<file path="src/rtl/fcf_pkg.sv">
// ----------------------------------------------------------------------------
// fcf_pkg: shared types for the FIR convolution filter
// Payload structs for the item channels and the control word of a tap cell.
// ----------------------------------------------------------------------------
package fcf_pkg;

    localparam int unsigned DATA_W    = 16;
    localparam int unsigned COEF_IDX_W = 6;
    localparam int unsigned CFG_IDX_W = 2;
    localparam int unsigned CFG_DATA_W = 7;
    localparam int unsigned TAP_CNT_W = 7;
    localparam int unsigned SHIFT_W   = 5;
    localparam int unsigned PROD_W    = 2 * DATA_W;

    // Register indexes of the configuration port
    localparam logic [CFG_IDX_W-1:0] CFG_TAP_COUNT    = 2'd0;
    localparam logic [CFG_IDX_W-1:0] CFG_OUTPUT_SHIFT = 2'd1;

    // Request codes
    localparam logic REQ_SAMPLE = 1'b0;
    localparam logic REQ_COEF   = 1'b1;

    typedef struct packed {
        logic                         req_type;
        logic [COEF_IDX_W-1:0]        coef_index;
        logic signed [DATA_W-1:0]     value;
    } t_in_item;

    typedef struct packed {
        logic signed [DATA_W-1:0]     filtered_sample;
        logic                         saturated;
    } t_out_item;

    // Control word broadcast to every tap cell
    typedef struct packed {
        logic shift_in;   // push a new sample down the history
        logic rotate;     // hand coefficient and sample to the lower neighbor
    } t_cell_ctl;

endpackage

</file>
<file path="src/rtl/fcf_mac.sv">
// ----------------------------------------------------------------------------
// fcf_mac: multiply-accumulate at the head of the chain
// Registers one 16x16 product per cycle, then adds it into a wide sum.
// ----------------------------------------------------------------------------
module fcf_mac #(
    parameter int unsigned ACC_W = 39
) (
    input  logic                          i_clk,
    input  logic                          i_rst_n,
    input  logic                          i_clear,
    input  logic                          i_en,
    input  logic signed [fcf_pkg::DATA_W-1:0] i_coef,
    input  logic signed [fcf_pkg::DATA_W-1:0] i_sample,
    output logic                          o_busy,
    output logic signed [ACC_W-1:0]       o_acc
);
    import fcf_pkg::*;

    logic signed [PROD_W-1:0] r_prod;
    logic                     r_prod_en;
    logic signed [ACC_W-1:0]  r_acc;

    // Product stage
    always_ff @(posedge i_clk) begin
        if (!i_rst_n) begin
            r_prod_en <= 1'b0;
        end else begin
            r_prod_en <= i_en;
        end
    end

    always_ff @(posedge i_clk) begin
        r_prod <= i_coef * i_sample;
    end

    // Accumulate stage; clear starts a new sum
    always_ff @(posedge i_clk) begin
        if (i_clear) begin
            r_acc <= '0;
        end else if (r_prod_en) begin
            r_acc <= r_acc + ACC_W'(r_prod);
        end
    end

    assign o_busy = r_prod_en;
    assign o_acc  = r_acc;

endmodule

</file>
<file path="config.mk">
export PLATFORM = sky130hd
export DESIGN_NAME = fcf_mac
export DESIGN_NICKNAME = d
export VERILOG_FILES = /design/src/rtl/fcf_pkg.sv /design/src/rtl/fcf_mac.sv
export SDC_FILE = /design/constraint.sdc
export NUM_CORES = 1
export LEC_CHECK = 0
export ABC_CLOCK_PERIOD_IN_PS = 14860
export BUFFER_PORTS_ARGS = -buffer_cell sky130_fd_sc_hd__buf_2
export CAP_MARGIN = 20
export CORE_MARGIN = 2
export CORE_UTILIZATION = 55
export CTS_CLUSTER_DIAMETER = 40
export DETAILED_ROUTE_END_ITERATION = 10
export MAX_ROUTING_LAYER = met4
export PLACE_DENSITY = 0.73
export SKIP_CTS_REPAIR_TIMING = 1
export SYNTH_ARGS = -nofsm -noshare
export SYNTH_HDL_FRONTEND = slang
export SYNTH_SLANG_ARGS = --single-unit
export TNS_END_PERCENT = 50
</file>
<file path="constraint.sdc">
create_clock -name i_clk -period 14.86 [get_ports i_clk]
set_input_delay 2.229 -clock i_clk [delete_from_list [all_inputs] [get_ports i_clk]]
set_output_delay 2.229 -clock i_clk [all_outputs]
set_load 0.005 [all_outputs]
</file>
==> results of run 1 <==
[cells by family (layout without fill, tap and decap cells)]
family                     count (synthesis)  in the layout
and+or+nand+nor                          455            455
adders and majority gates                383            383
buffers and inverters                    357            403
AOI/OAI and AO/OA                        217            217
DFF                                       72             72
xor gates and xnor gates                  48             48
muxes                                     15             15
[area by class of cell]
class / count / share of cell area
clock buffers: 10 / 0.01614
clock inverters: 5 / 0.002282
inverters: 312 / 0.07911
multi-input cells: 1118 / 0.7513
flip-flops and latches: 72 / 0.09737
well taps: 330 / 0.02789
repair buffers: 76 / 0.02586
[state kept, by name (all words and copies together) (netlist names)]
name,flops
o_busy,1
r_prod,32
o_acc,39
[cell usage in the layout, fill, tap and decap left out, drive strengths merged, types with 4 or more instances in the layout]
| master | count |
|---|---|
| nand2 | 158 |
| inv | 312 |
| xor2 | 12 |
| o21a | 18 |
| nand3 | 17 |
| fa | 263 |
| and3 | 11 |
| mux2i | 14 |
| a21boi | 4 |
| nor3 | 20 |
| ha | 120 |
| xnor2 | 36 |
| a221oi | 5 |
| or3 | 8 |
| nor2b | 9 |
| a31oi | 6 |
| and2 | 130 |
| nand2b | 9 |
| a211oi | 11 |
| nor2 | 71 |
| a21oi | 56 |
| nand3b | 9 |
| a21o | 36 |
| dfxtp | 72 |
| buf | 76 |
| o21bai | 9 |
| clkbuf | 10 |
| o211ai | 4 |
| o21ai | 36 |
| nand4 | 4 |
[synth_stat cells (all sizes together), types with 5 or more instances]
cell | instances | area (sq um)
inv | 312 | 1171
fa | 263 | 5265
nand2 | 158 | 593.1
and2 | 130 | 813.3
ha | 120 | 1501
dfxtp | 72 | 1441
nor2 | 71 | 266.5
a21oi | 56 | 291.5
clkbuf | 43 | 161.4
a21o | 36 | 270.3
o21ai | 36 | 180.2
xnor2 | 36 | 315.3
nor3 | 20 | 100.1
o21a | 18 | 135.1
nand3 | 17 | 90.09
mux2i | 14 | 140.1
xor2 | 12 | 105.1
a211oi | 11 | 97.60
and3 | 11 | 68.82
nand2b | 9 | 56.30
nand3b | 9 | 67.56
nor2b | 9 | 56.30
o21bai | 9 | 67.56
or3 | 8 | 50.05
a31oi | 6 | 37.54
a221oi | 5 | 50.04
[through the flow]
step	util	setup WS (ns)	area, sq um	hold slack, ns
after global placement	0.5820	6.684	14530	0.4742
final	0.5930	6.911	14800	0.4901
after CTS	0.5930	6.967	14800	0.4922
after floorplan	-	7.028	13900	0.4730
after detailed placement	0.5820	6.609	14530	0.4828
after global routing	0.5930	6.620	14800	0.5010
[routing by layer]
layer  share of wire  track usage  vias to the layer above
li1                -            -                     4936
met1            0.40       0.3107                     5265
met5               0            -                        -
met3           0.047      0.02979                       67
met2            0.52       0.4353                      295
met4           0.031      0.08246                        0
[worst reg2reg max path, delay by kind of cell (launching register included)]
family / cells / cell delay, ns
AND/OR/NAND/NOR: 1 / 0.22
adder cells (fa/ha/maj): 2 / 0.59
flip-flops: 1 / 0.35
multiplexers: 2 / 0.51
AO/OA/AOI/OAI: 6 / 1.45
buffers and inverters: 1 / 0.07
[worst min path at each step]
stage	start	cells after the start	end
2_1_floorplan	o_acc[34]$_SDFFE_PP0P_	2	o_acc[34]$_SDFFE_PP0P_
3_3_place_gp	o_acc[34]$_SDFFE_PP0P_	2	o_acc[34]$_SDFFE_PP0P_
3_5_place_dp	o_acc[10]$_SDFFE_PP0P_	2	o_acc[10]$_SDFFE_PP0P_
4_1_cts	o_acc[10]$_SDFFE_PP0P_	2	o_acc[10]$_SDFFE_PP0P_
5_1_grt	o_acc[10]$_SDFFE_PP0P_	2	o_acc[10]$_SDFFE_PP0P_
6_report	o_acc[24]$_SDFFE_PP0P_	2	o_acc[24]$_SDFFE_PP0P_
==> results.md, run 1 <==
* Clock buffer count from CTS at 9
* Setup crit start: i_sample[1]
* CP bufs+invs at 4
* DRT iter0 DRCs at 652
* DIE HEIGHT at between 150 and 200 um
* Area of the multi-input gates at between 10,000 and 15,000 sq um
* Routed Antenna Nets at 0
* Prevailing post-synth register cell: dfxtp_1
* Achievable frequency at 125.8 MHz
* Post-synthesis mux area share at 0.01089
* Setup TNS Final at 0 ns
* Tightest Pin Transition at approximately 1 ns
* Initial antenna violation count at 0
* Count of nets after finishing at 2,008
* WP depth at 21
* First-pass GRT wire length at slightly above 50,000 um
* Synth Area per Inst at between 8 and 9 sq um
* # DRC at 0
* Area growth syn-to-layout at 6.470%
* Setup crit end kind: flop
* CP required at between 15 and 20 ns
* Ys Warns at 0
* Max_slew headroom at 0.3156
* FF-to-FF Start: o_acc[0]$_SDFFE_PP0P_
* Placer Congestion at 0.9178
* Maximum clock path buffer count at 2
* Initial Utilization at 0.5569
* Number of synthesized flops with an enable pin at 0
* Tcrit/Tclk final at 0.5349
* Final setup viols at 0
* Critical path's most frequent cell: fa_1
* Adder-Cell Fraction of Synth Area at 0.4867
* Via Count at about 11,000
* Overall global routing resource usage at 0.2525
* Wirelength per Cell at ~16 um
* Synthesized Nets at 1,966
* Port-buffer cells at 75
* Register area at 1441 sq um
* Asr flop ratio synth at 0
* Largest family of logic cells by synthesized area: adder cells
* # diodes at 0
* Row cnt at 58
* Die X at 163.0 um
* Clock Latency Late Sink at 0.34 ns
* First-pass DRT Iterations at 5
* Synth Area in XOR/XNOR at 0.03024
* Layout cell share with drive strength beyond 1 at 0.06905
* Worst r2r dst: o_acc[38]$_SDFFE_PP0P_
* Worst Path Arrival at approximately 8.2 ns
* Post-synthesis compound-gate area fraction at 0.1094
* Setup slack, reg-to-reg at 11.57 ns
* RSZ-0062 raised after global routing: false
* Final Instance Count excl. Fillers at 1,923
* DPL Wire Length at 25,360 um
* Core area at 24,960 sq um
* Kind of critical path: input port to flop
* Layout filler cell count at 2,235
* Skew final at 0.005527 ns
* CP endpoint: r_prod[31]$_DFF_P_
* Crit path largest cell delay at between 0.8 and 0.9 ns
* Worst min path class: flop to flop
* Post-Synth Simple-Gate Area at 0.1627
* Maxcap violations at 0
* DRT Wirelength at 30,690 um
* Cells after Synth at 1,547
* Max-slew violations at 0
* Dpl cells at 1,908
* Seq cells post-synth at 72
* Clock Sink Count at approximately 70
* Worst path slowest cell: fa_1
* Register area share after synthesis at 0.1037
* Reg2Reg Depth at 12
* Final hold violation count at 0
* Run status: finished, final reports clean
* Vias per cell at 5.493
* Clock-pin slew on the worst setup and hold paths at 0.05 ns
* Largest net degree at the start of global routing at 41
* Crit start category: input port
* CP top delay family: adder cells
* DIE AREA at 26,570 sq um
* Htree depth at 3
* TritonCTS clock tree: yes
* Num ports at 76
* Netlist Area Pre-Place at 13,900 sq um
* Min Clock Period, post-route at 7.949 ns
* Clk root buf: clkbuf_16
* Vias in the first global route at around 11,000
* Sequence of cells on the critical path: buf_2 > nand2_1 > inv_1 > fa_1 > fa_1 > fa_1 > fa_1 > fa_1 > inv_1 > fa_1 > inv_1 > ha_1 > a21o_1 > a21o_1 > a21oi_1 > o21bai_1 > a21oi_1 > nand2_1 > a21oi_1 > nor2_1 > a211o_1
* Grt ovf at 0
* Critical-path maximum fanout at 16
* Synth cell types at 65
Power of run 1 is left out: the tool's default activity adds up to more than one toggle a clock period on the data nets, which glitch-free logic cannot reach.
==> run 2: changes to the inputs <==
- ABC_CLOCK_PERIOD_IN_PS: 14860 -> 7000
- PLACE_DENSITY: 0.73 -> 0.76
- clock period: 14.86 -> 7 ns (I/O delays scaled with it)
==> results.md, run 2 (synthesis results as in run 1) <==
* # diodes at 0
* Area growth syn-to-layout at 7.604%
* Skew final at 0.007174 ns
* Via Count at 10,596
* Die X at between 150 and 200 um
* # DRC at 0
* Port-buffer cells at 75
* Placer Congestion at 0.9052
* Critical path's most frequent cell: fa_1
* Wirelength per Cell at 16.21 um
* Core area at 24,960 sq um
* Clock Latency Late Sink at 0.35 ns
* Overall global routing resource usage at 0.2571
* Crit start category: input port
* Max FFs per register at 39
* Num ports at 76
* CP required at 7.23 ns
* Hold Slack at 0.4832 ns
* First-pass GRT wire length at around 52,000 um
* Register area at 1441 sq um
* Worst path slowest cell: fa_1
* Layout cell share with drive strength beyond 1 at 0.07940
* Tightest Pin Transition at roughly 0.84 ns
* Most common cell after layout, fill and taps aside: inv_1
* Final Instance Count excl. Fillers at 1,942
* DRT Wirelength at around 31,000 um
* CP top delay family: adder cells
* DIE AREA at 26,570 sq um
* Min Clock Period, post-route at 6.506 ns
* Crit path largest cell delay at roughly 0.54 ns
* Achievable frequency at roughly 150 MHz
* Area of the multi-input gates at between 10,000 and 15,000 sq um
* Kind of critical path: input port to flop
* Setup crit end kind: flop
* Final hold violation count at 0
* RSZ-0062 raised after global routing: false
* DPL Wire Length at 25,780 um
* Tcrit/Tclk final at 0.9294
* Clock Sink Count at a little over 70
* Maxcap violations at 0
* Maximum clock path buffer count at 2
* Worst min path class: flop to flop
* Clock-pin slew on the worst setup and hold paths at ~0.060 ns
* Critical-path maximum fanout at 16
* DRT iter0 DRCs at 658
* Max_slew headroom at 0.4428
* Clk root buf: clkbuf_16
* Initial Utilization at 0.5569
* Grt ovf at 0
* CP bufs+invs at 3
* Most frequent cells in the layout: inv_1 (312), fa_1 (263), nand2_1 (158)
* Layout filler cell count at 2,164
* First-pass DRT Iterations at 5
* Initial antenna violation count at 0
* TritonCTS clock tree: yes
* Htree depth at 3
* Final setup viols at 0
* Run status: finished, final reports clean
* DIE HEIGHT at approximately 160 um
* Setup slack, reg-to-reg at 3.69 ns
* Sequence of cells on the critical path: buf_2 > and2_1 > fa_1 > inv_1 > fa_1 > fa_1 > fa_1 > inv_1 > fa_1 > fa_1 > ha_1 > and2_1 > a221oi_1 > o21ai_0 > o21ai_0 > a211o_1 > a31oi_1 > a21oi_1 > nor2_1 > a211o_1
* Dpl cells at between 1,500 and 2,000
* Max-slew violations at 0
* Vias per cell at 5.456
* Routed Antenna Nets at 0
* Row cnt at slightly below 60
* Setup TNS Final at 0 ns
* Count of nets after finishing at 2,027
* Worst Path Arrival at 6.74 ns
* Clock buffer count from CTS at 9
* Vias in the first global route at 10,858
* Largest net degree at the start of global routing at 41
[run 2: cell types whose count changed in the layout (fill, tap and decap cells not counted), sizes merged]
cell | before | now
clkinv | 3 | 2
buf | 76 | 95
bufinv | 0 | 1
[run 2: worst reg2reg max path, cell delays in order, from the launching register on]
cell and delay [ns]:
dfxtp_1 0.35, ha_1 0.22, inv_1 0.07, fa_1 0.38, nor2b_1 0.21, o31a_1 0.27, o211ai_4 0.14, a2111o_1 0.40
a41o_2 0.30, a21oi_2 0.24, a221oi_2 0.11, mux2i_1 0.18, mux2_1 0.33
[run 2: routing by layer]
layer,track usage,up-vias,share of wire
met2,0.4495,266,0.53
met1,0.3168,5295,0.41
met4,0.06718,0,0.021
met3,0.03183,59,0.042
met5,-,-,0
li1,-,4976,-
[run 2: through the flow]
stage                     cell area (sq um)    util  setup WS, ns
after floorplan                       13900       -        0.3466
after global routing                  14960  0.5993        0.1647
after CTS                             14960  0.5993        0.5010
after detailed placement              14670  0.5878        0.1448
after global placement                14670  0.5878        0.2295
final                                 14960  0.5993        0.4943
[run 2: final timing paths]
kind,cells past startpoint,to,startpoint
setup / recovery,20,r_prod[31]$_DFF_P_,i_sample[4]
hold / removal,2,o_acc[21]$_SDFFE_PP0P_,o_acc[21]$_SDFFE_PP0P_
setup reg to reg,12,o_acc[38]$_SDFFE_PP0P_,o_acc[0]$_SDFFE_PP0P_
hold reg to reg,2,o_acc[21]$_SDFFE_PP0P_,o_acc[21]$_SDFFE_PP0P_
[run 2: final cells by class]
type / count / share of cell area
clock inverter: 5 / 0.003931
sequential: 72 / 0.09635
timing repair buffer: 95 / 0.03513
multi-input combinational: 1118 / 0.7434
tap: 330 / 0.02760
inverter: 312 / 0.07828
clock buffer: 10 / 0.01530
Power of run 2 is left out for the same reason.
