File: config.mk
export PLATFORM = sky130hd
export DESIGN_NAME = fcf_cell
export DESIGN_NICKNAME = d
export VERILOG_FILES = /design/src/rtl/fcf_pkg.sv /design/src/rtl/fcf_cell.sv
export SDC_FILE = /design/constraint.sdc
export NUM_CORES = 1
export LEC_CHECK = 0
export ABC_CLOCK_PERIOD_IN_PS = 970
export BUFFER_PORTS_ARGS = -buffer_cell sky130_fd_sc_hd__buf_4
export CORE_MARGIN = 4
export CORE_UTILIZATION = 35
export DETAILED_ROUTE_END_ITERATION = 8
export GPL_TIMING_DRIVEN = 1
export PLACE_DENSITY = 0.81
export SLEW_MARGIN = 10
export SYNTH_ARGS = -nofsm -noshare
export SYNTH_HDL_FRONTEND = slang
export SYNTH_SLANG_ARGS = --single-unit
File: constraint.sdc
create_clock -name i_clk -period 0.97 [get_ports i_clk]
set_input_delay 0 -clock i_clk [delete_from_list [all_inputs] [get_ports i_clk]]
set_output_delay 0 -clock i_clk [all_outputs]
set_load 0.01 [all_outputs]
File: src/rtl/fcf_pkg.sv
// ----------------------------------------------------------------------------
// fcf_pkg: shared types for the FIR convolution filter
// Payload structs for the item channels and the control word of a tap cell.
// ----------------------------------------------------------------------------
package fcf_pkg;

    localparam int unsigned DATA_W    = 16;
    localparam int unsigned COEF_IDX_W = 6;
    localparam int unsigned CFG_IDX_W = 2;
    localparam int unsigned CFG_DATA_W = 7;
    localparam int unsigned TAP_CNT_W = 7;
    localparam int unsigned SHIFT_W   = 5;
    localparam int unsigned PROD_W    = 2 * DATA_W;

    // Register indexes of the configuration port
    localparam logic [CFG_IDX_W-1:0] CFG_TAP_COUNT    = 2'd0;
    localparam logic [CFG_IDX_W-1:0] CFG_OUTPUT_SHIFT = 2'd1;

    // Request codes
    localparam logic REQ_SAMPLE = 1'b0;
    localparam logic REQ_COEF   = 1'b1;

    typedef struct packed {
        logic                         req_type;
        logic [COEF_IDX_W-1:0]        coef_index;
        logic signed [DATA_W-1:0]     value;
    } t_in_item;

    typedef struct packed {
        logic signed [DATA_W-1:0]     filtered_sample;
        logic                         saturated;
    } t_out_item;

    // Control word broadcast to every tap cell
    typedef struct packed {
        logic shift_in;   // push a new sample down the history
        logic rotate;     // hand coefficient and sample to the lower neighbor
    } t_cell_ctl;

endpackage

File: src/rtl/fcf_cell.sv
// ----------------------------------------------------------------------------
// fcf_cell: one tap of the filter chain
// Holds one coefficient and one history sample; shifts history in from the
// newer neighbor's side and rotates its pair toward the chain head.
// ----------------------------------------------------------------------------
module fcf_cell (
    input  logic                          i_clk,
    input  logic                          i_rst_n,
    input  fcf_pkg::t_cell_ctl            i_ctl,
    input  logic                          i_coef_wr,
    input  logic signed [fcf_pkg::DATA_W-1:0] i_coef_data,
    input  logic signed [fcf_pkg::DATA_W-1:0] i_x_prev,
    input  logic signed [fcf_pkg::DATA_W-1:0] i_c_next,
    input  logic signed [fcf_pkg::DATA_W-1:0] i_x_next,
    output logic signed [fcf_pkg::DATA_W-1:0] o_c,
    output logic signed [fcf_pkg::DATA_W-1:0] o_x
);
    import fcf_pkg::*;

    logic signed [DATA_W-1:0] r_c, n_c;
    logic signed [DATA_W-1:0] r_x, n_x;

    // Select the next coefficient and sample
    always_comb begin
        n_c = r_c;
        n_x = r_x;
        if (i_ctl.rotate) begin
            n_c = i_c_next;
            n_x = i_x_next;
        end else if (i_ctl.shift_in) begin
            n_x = i_x_prev;
        end else if (i_coef_wr) begin
            n_c = i_coef_data;
        end
    end

    // Hold tap state; reset clears coefficient and history
    always_ff @(posedge i_clk) begin
        if (!i_rst_n) begin
            r_c <= '0;
            r_x <= '0;
        end else begin
            r_c <= n_c;
            r_x <= n_x;
        end
    end

    assign o_c = r_c;
    assign o_x = r_x;

endmodule

==> Flow_metrics.wiki, run 1 <==
{| class="wikitable"
! Metric !! Value
|-
| Status || completed
|-
| CTS H-tree lvls || 2
|-
| CP max-delay cell || sky130_fd_sc_hd__dfxtp_1
|-
| Post-Syn Area || 1380 sq um
|-
| Final Cycle Share || 76.4%
|-
| Drt total wl || 4.22 mm
|-
| Die Y || 70.9 microns
|-
| DRC violations left || 0
|-
| Minimum clock period || 0.741 ns
|-
| HPWL after detailed placement || 2.82 mm
|-
| Post-synthesis sequential area ratio || 46.3%
|-
| Non-Filler Instances || 312
|-
| Cell area after layout || 2480 sq um
|-
| List of cells traversed by the critical path || buf_4
|-
| Clock tree from TritonCTS || built
|-
| Unrepaired setup endpoints after global routing || false
|-
| Starting density of the core || 36.9%
|-
| Number of buffers created by CTS || 5
|-
| Total number of yosys warnings || 0
|-
| Share of total power in sequential cells || 45.2%
|-
| Number of global-route vias before repair || 1429
|-
| Maximum cell stage delay along the critical path || 0.35 ns
|-
| Die outline width || 70.9 microns
|-
| Unique cell type count in the Yosys netlist || 11
|-
| Commonest non-fill, non-tap cells in the layout || sky130_fd_sc_hd__buf_4, sky130_fd_sc_hd__mux2i_1, sky130_fd_sc_hd__o21ai_0, sky130_fd_sc_hd__a21oi_1, sky130_fd_sc_hd__dfxtp_1
|-
| Relative slew margins || 80.8%
|-
| # fillers || 312
|-
| Aggregate global-route resource usage || 16.4%
|-
| Power Density || 1310 nW/um^2
|-
| Internal power contribution || 2.47 mW
|-
| Number of antenna violations at the first check in global routing || 0
|-
| Worst setup path class || reg2out
|-
| Max capacitance violation total || 0
|-
| Worst setup skew after layout || 0 ns
|-
| Clk pwr share || 30.9%
|-
| Clock transition at the registers of the reported paths || 0.06 ns
|-
| Remaining Overflow, GRT || 0
|-
| Root buffer cell || sky130_fd_sc_hd__clkbuf_8
|-
| Synth Area per Inst || 9.67 sq um
|-
| Final-report max-slew violation count || 0
|-
| Post-Syn Instances || 143
|-
| Clock Path Buffers || 2
|-
| DRC violation total after the first TritonRoute iteration || 59
|-
| Placement Rows || 22
|-
| Number of sinks handled by clock tree synthesis || 32
|-
| Critical path's top delay family || flip-flops
|-
| Via count of the routed design || 1453
|-
| Number of inserted diodes || 0
|-
| Max VDD drop || 0.000759 V
|-
| Share of cells above drive strength 1 || 41.7%
|-
| Count of buffers inserted at the top-level ports || 100
|-
| Post-Synthesis Net Count || 212
|-
| Number of instances in the placed design || 281
|-
| Combinational cell fraction of total power || 24.0%
|-
| Clock latency on the worst-skew pair || 0.26 ns
|-
| Critical path fanouts, max || 2
|-
| Crit end category || output port
|-
| Commonest non-fill, non-tap cell in the layout || sky130_fd_sc_hd__buf_4
|-
| Net total in the final layout || 332
|-
| Data arrival time of the worst path || 0.74 ns
|-
| Boundary Pins || 101
|-
| Path type of the worst min-delay path || in2reg
|-
| First-pass GRT wire length || 6.62 mm
|-
| Number of detailed-route iterations in the first pass || 4
|-
| Buffers plus inverters on the worst setup path || 1
|-
| Setup slack on the worst flop-to-flop path || 0.29 ns
|-
| P&R area growth vs syn || 79.2%
|-
| Die ar. || 5020 sq um
|-
| Endpoint required time on the critical path || 0.97 ns
|-
| Average wire per cell in the routed design || 13.5 microns
|-
| Leak Pwr || 1.17 nW
|-
| Post CTS Setup Buffer Count || 0
|-
| Final Wtd Congestion || 0.682
|-
| Sum of negative setup slack || 0 ns
|-
| Via count normalized by instance count || 4.66
|-
| Switching part of the total power || 23.9%
|-
| Net switching power || 0.775 mW
|-
| Critical path launch point type || flip-flop
|-
| Maximum number of pins on one net before global-route repair || 65
|-
| Core Region || 3740 sq um
|-
| Transition time at the pin with the least slew margin || 0.288 ns
|-
| Count of final hold-check violations || 0
|-
| Residual antenna-violating net count after detailed routing || 0
|-
| Count of endpoints failing setup in the final report || 0
|-
| Top achievable clock speed || 1.35 GHz
|-
| Cell Area, Placed || 2160 sq um
|-
| Number of flip-flops and latches in the synthesized netlist || 32
|}
repair_timing:
item | 4_1_cts | 5_1_grt
endpoints found under the hold margin | 23 | 0
setup endpoints to repair | 0 | 0
resized for setup | 0 | 0
hold buffers | 23 | 0
per-stage QoR:
step | power, mW | util [%] | hold slack (ns) | setup WS (ns)
5_1_grt | 3.44 | 66.2 | 0.0120 | 0.147
3_3_place_gp | 2.18 | 57.6 | 0.263 | 0.155
3_5_place_dp | 2.20 | 57.6 | 0.271 | 0.0990
6_report | 3.25 | 66.2 | 0.0146 | 0.229
4_1_cts | 3.30 | 66.2 | 0.00445 | 0.219
2_1_floorplan | 1.80 | - | 0.138 | 0.104
kinds of logic (layout without fill, tap and decap cells):
family / Yosys count / in the layout / synth area share, %
and+or+nand+nor: 1 / 1 / 0.995
muxes: 32 / 32 / 23.2
DFF: 32 / 32 / 46.3
AOI/OAI and AO/OA: 64 / 64 / 23.2
buffers and inverters: 14 / 135 / 6.33
layout make-up:
class	count	area (sq um)	share of cell area [%]
Tap cell	48	60.1	2.42
Clock buffer	8	90.1	3.64
Sequential cell	32	641	25.9
Timing Repair Buffer	126	1030	41.5
Multi-Input combinational cell	97	654	26.4
Inverter	1	3.75	0.152
sequential cells by signal (all words and copies together) (netlist names):
register	cells
o_c	16
o_x	16
worst paths after layout:
check               startpoint      end  depth (start not counted)
setup reg to reg       o_x[14]  o_x[14]                          2
hold / removal    i_c_next[12]  o_c[12]                          3
hold reg to reg        o_c[15]  o_c[15]                          2
setup / recovery       o_x[14]  o_x[14]                          1
worst min-delay path, stage by stage:
cell and delay, ns:
sky130_fd_sc_hd__buf_4 0.07, sky130_fd_sc_hd__o21ai_0 0.07, sky130_fd_sc_hd__a21oi_1 0.10
synthesized netlist by cell type, drive strengths merged:
master   n  area [sq um]
nor2b    1          13.8
o21ai   32           160
buf      5          53.8
clkinv   1          3.75
mux2i   32           320
dfxtp   32           641
clkbuf   8          30.0
a21oi   32           160
metal layers:
| metal | share of wire [%] | GRT usage, % |
|---|---|---|
| met1 | 38 | 18.0 |
| met2 | 52 | 28.8 |
| met3 | 8.0 | 5.26 |
| met4 | 2.5 | 7.10 |
| met5 | 0 | 0 |
power groups by stage:
stage,logic (mW),registers [mW],clock network (mW)
floorplan,0.256,1.54,0
global placement,0.692,1.49,0
detailed placement,0.704,1.49,0
CTS,0.779,1.47,1.06
global route,0.846,1.48,1.12
finish,0.779,1.47,1.00
(Power assumes the default switching activity.)
==> run 2: changes to the inputs <==
- ABC_CLOCK_PERIOD_IN_PS: 970 -> 800
- clock period: 0.97 -> 0.8 ns (I/O delays scaled with it)
==> run 2 against run 1 <==
Net effect:
- via count up 7.0%
- design area up 4.1%
- total power up 25%
- die area unchanged
- sequential cell count unchanged
- sequential share of layout area down 0.93 points
- critical path depth unchanged
- worst setup slack worse by 0.19 ns
- cell count up 2.9%
- global-route usage up 2.0 points
- first-iteration DRC count up 3.4%
==> Flow_metrics.wiki, run 2 (synthesis results as in run 1) <==
{| class="wikitable"
! Metric !! Value
|-
| Status || completed (unchanged)
|-
| Number of inserted diodes || 0 (unchanged)
|-
| Die ar. || 5020 sq um (unchanged)
|-
| Number of buffers created by CTS || 5 (unchanged)
|-
| Boundary Pins || 101 (unchanged)
|-
| DRC violations left || 0 (unchanged)
|-
| Number of global-route vias before repair || 1569 (was 1429)
|-
| List of cells traversed by the critical path || buf_4 (unchanged)
|-
| P&R area growth vs syn || 86.6% (was 79.2%)
|-
| DRC violation total after the first TritonRoute iteration || 61 (was 59)
|-
| Root buffer cell || sky130_fd_sc_hd__clkbuf_8 (unchanged)
|-
| Transition time at the pin with the least slew margin || 0.277 ns (was 0.288 ns)
|-
| Max capacitance violation total || 0 (unchanged)
|-
| Switching part of the total power || 25.5% (was 23.9%)
|-
| Post-layout worst setup margin || 0.0343 ns (was 0.229 ns)
|-
| Cell area after layout || 2580 sq um (was 2480 sq um)
|-
| Average wire per cell in the routed design || 14.3 microns (was 13.5 microns)
|-
| Via count normalized by instance count || 4.84 (was 4.66)
|-
| Internal power contribution || 3.02 mW (was 2.47 mW)
|-
| Share of cells above drive strength 1 || 42.9% (was 41.7%)
|-
| Buffers plus inverters on the worst setup path || 1 (unchanged)
|-
| Maximum number of pins on one net before global-route repair || 35 (was 65)
|-
| Sum of negative setup slack || 0 ns (unchanged)
|-
| Maximum cell stage delay along the critical path || 0.35 ns (about the same)
|-
| Clock transition at the registers of the reported paths || 0.07 ns (was 0.06 ns)
|-
| Met2 Usage GRT || 34.0% (was 28.8%)
|-
| Combinational cell fraction of total power || 24.5% (was 24.0%)
|-
| CTS H-tree lvls || 2 (unchanged)
|-
| Aggregate global-route resource usage || 18.4% (was 16.4%)
|-
| Endpoint required time on the critical path || 0.80 ns (was 0.97 ns)
|-
| Number of detailed-route iterations in the first pass || 4 (unchanged)
|-
| Minimum clock period || 0.766 ns
|-
| Number of sinks handled by clock tree synthesis || 32 (unchanged)
|-
| Die Y || 70.9 microns (unchanged)
|-
| Die outline width || 70.9 microns (unchanged)
|-
| Cell Area, Placed || 2190 sq um (was 2160 sq um)
|-
| Pre-CTS setup slack || -0.0449 ns (was 0.0990 ns)
|-
| Share of total power in sequential cells || 44.0% (was 45.2%)
|-
| Drt total wl || 4.60 mm (was 4.22 mm)
|-
| Final Wtd Congestion || 0.644 (was 0.682)
|-
| Clock Path Buffers || 2 (unchanged)
|-
| Fraction of met1 tracks used by global routing || 19.3% (was 18.0%)
|-
| Critical path's top delay family || flip-flops (unchanged)
|-
| Met3 layer usage reported by global route || 6.25% (was 5.26%)
|-
| Via count of the routed design || 1554 (was 1453)
|-
| Count of buffers inserted at the top-level ports || 100 (unchanged)
|-
| Clock tree from TritonCTS || built (unchanged)
|-
| Number of antenna violations at the first check in global routing || 0 (unchanged)
|-
| Leak Pwr || 1.22 nW (was 1.17 nW)
|-
| Residual antenna-violating net count after detailed routing || 0 (unchanged)
|-
| Gr busiest metal || met2 (unchanged)
|-
| Final Cycle Share || 95.7%
|-
| Clock latency on the worst-skew pair || 0.28 ns (was 0.26 ns)
|-
| Net switching power || 1.03 mW (was 0.775 mW)
|-
| Placement Rows || 22 (unchanged)
|-
| Net total in the final layout || 341 (was 332)
|-
| Critical path launch point type || flip-flop (unchanged)
|-
| Relative slew margins || 81.6% (was 80.8%)
|-
| Final-report max-slew violation count || 0 (unchanged)
|-
| Count of endpoints failing setup in the final report || 0 (unchanged)
|-
| Core Region || 3740 sq um (unchanged)
|-
| Clk pwr share || 31.5% (was 30.9%)
|-
| Commonest non-fill, non-tap cells in the layout || sky130_fd_sc_hd__buf_4, sky130_fd_sc_hd__mux2i_1, sky130_fd_sc_hd__a21oi_1 (was sky130_fd_sc_hd__buf_4, sky130_fd_sc_hd__mux2i_1, sky130_fd_sc_hd__o21ai_0, sky130_fd_sc_hd__a21oi_1, sky130_fd_sc_hd__dfxtp_1)
|-
| Crit end category || output port (unchanged)
|-
| # fillers || 322 (was 312)
|-
| First-pass GRT wire length || 7.37 mm (was 6.62 mm)
|-
| Power Density || 1570 nW/um^2 (was 1310 nW/um^2)
|-
| Starting density of the core || 36.9% (unchanged)
|-
| Remaining Overflow, GRT || 0 (unchanged)
|-
| Worst setup path class || reg2out (unchanged)
|-
| Top achievable clock speed || 1.31 GHz
|-
| Worst setup skew after layout || 0 ns (unchanged)
|-
| Max VDD drop || 0.00101 V (was 0.000759 V)
|-
| Critical path fanouts, max || 2 (unchanged)
|-
| Count of final hold-check violations || 0 (unchanged)
|-
| Commonest non-fill, non-tap cell in the layout || sky130_fd_sc_hd__buf_4 (unchanged)
|-
| Unrepaired setup endpoints after global routing || false (unchanged)
|-
| CP max-delay cell || sky130_fd_sc_hd__dfxtp_1 (unchanged)
|-
| Path type of the worst min-delay path || in2reg (unchanged)
|-
| Data arrival time of the worst path || 0.77 ns (was 0.74 ns)
|}
## run 2: cell types whose count changed in the layout (fill, tap and decap cells not counted)
cell                             before  now
sky130_fd_sc_hd__dlygate4sd3_1       23   28
sky130_fd_sc_hd__buf_4              101  103
sky130_fd_sc_hd__clkbuf_1             2    0
sky130_fd_sc_hd__clkinv_2             0    2
sky130_fd_sc_hd__dfxtp_1             32   30
sky130_fd_sc_hd__dfxtp_2              0    2
sky130_fd_sc_hd__buf_12               2    3
sky130_fd_sc_hd__dlymetal6s4s_1       0    1
sky130_fd_sc_hd__o21ai_0             32   31
sky130_fd_sc_hd__o21ai_1              0    1
## run 2: per-stage QoR
stage | hold WS (ns) | util (%) | cells | power (mW)
2_1_floorplan | 0.138 | - | 143 | 2.18
3_3_place_gp | 0.263 | 58.6 | 284 | 2.66
3_5_place_dp | 0.271 | 58.6 | 284 | 2.68
4_1_cts | 0.000212 | 68.8 | 321 | 4.07
5_1_grt | 0.00330 | 68.9 | 321 | 4.27
6_report | 0.000176 | 68.9 | 321 | 4.05
## run 2: path summary, 6_finish.rpt
path,slack (ns),end,startpoint,cells past startpoint
max,0.03,o_x[1],o_x[1],1
min,0.0002,o_x[4],i_x_next[4],3
max reg2reg,0.09,o_c[10],o_c[10],2
min reg2reg,0.53,o_c[6],o_c[6],2
## run 2: final cells by class
type                       count  area (sq um)  area share, %
tap                           48          60.1           2.33
multi-input combinational     97           654           25.4
clock buffer                   6          82.6           3.20
sequential                    32           643           24.9
inverter                       1          3.75          0.145
timing repair buffer         135          1130           43.6
clock inverter                 2          10.0          0.388
## run 2: power by group through the flow
stage | logic (mW) | registers, mW | clock network (mW)
global placement | 0.854 | 1.81 | 0
global route | 1.08 | 1.80 | 1.39
CTS | 0.988 | 1.78 | 1.30
finish | 0.992 | 1.78 | 1.28
floorplan | 0.316 | 1.87 | 0
detailed placement | 0.872 | 1.81 | 0
## run 2: metal layers
layer	wire length (microns)	vias to the layer above
li1	-	773
met3	378	9
met5	0	-
met1	1710	707
met4	76	0
met2	2440	65
## run 2: what timing repair did
item                                   in CTS  in global routing
buffers inserted                            0                  0
setup endpoints to repair                   0                  4
endpoints found under the hold margin      22                  0
resized for setup                           0                  4
hold buffers                               29                  0
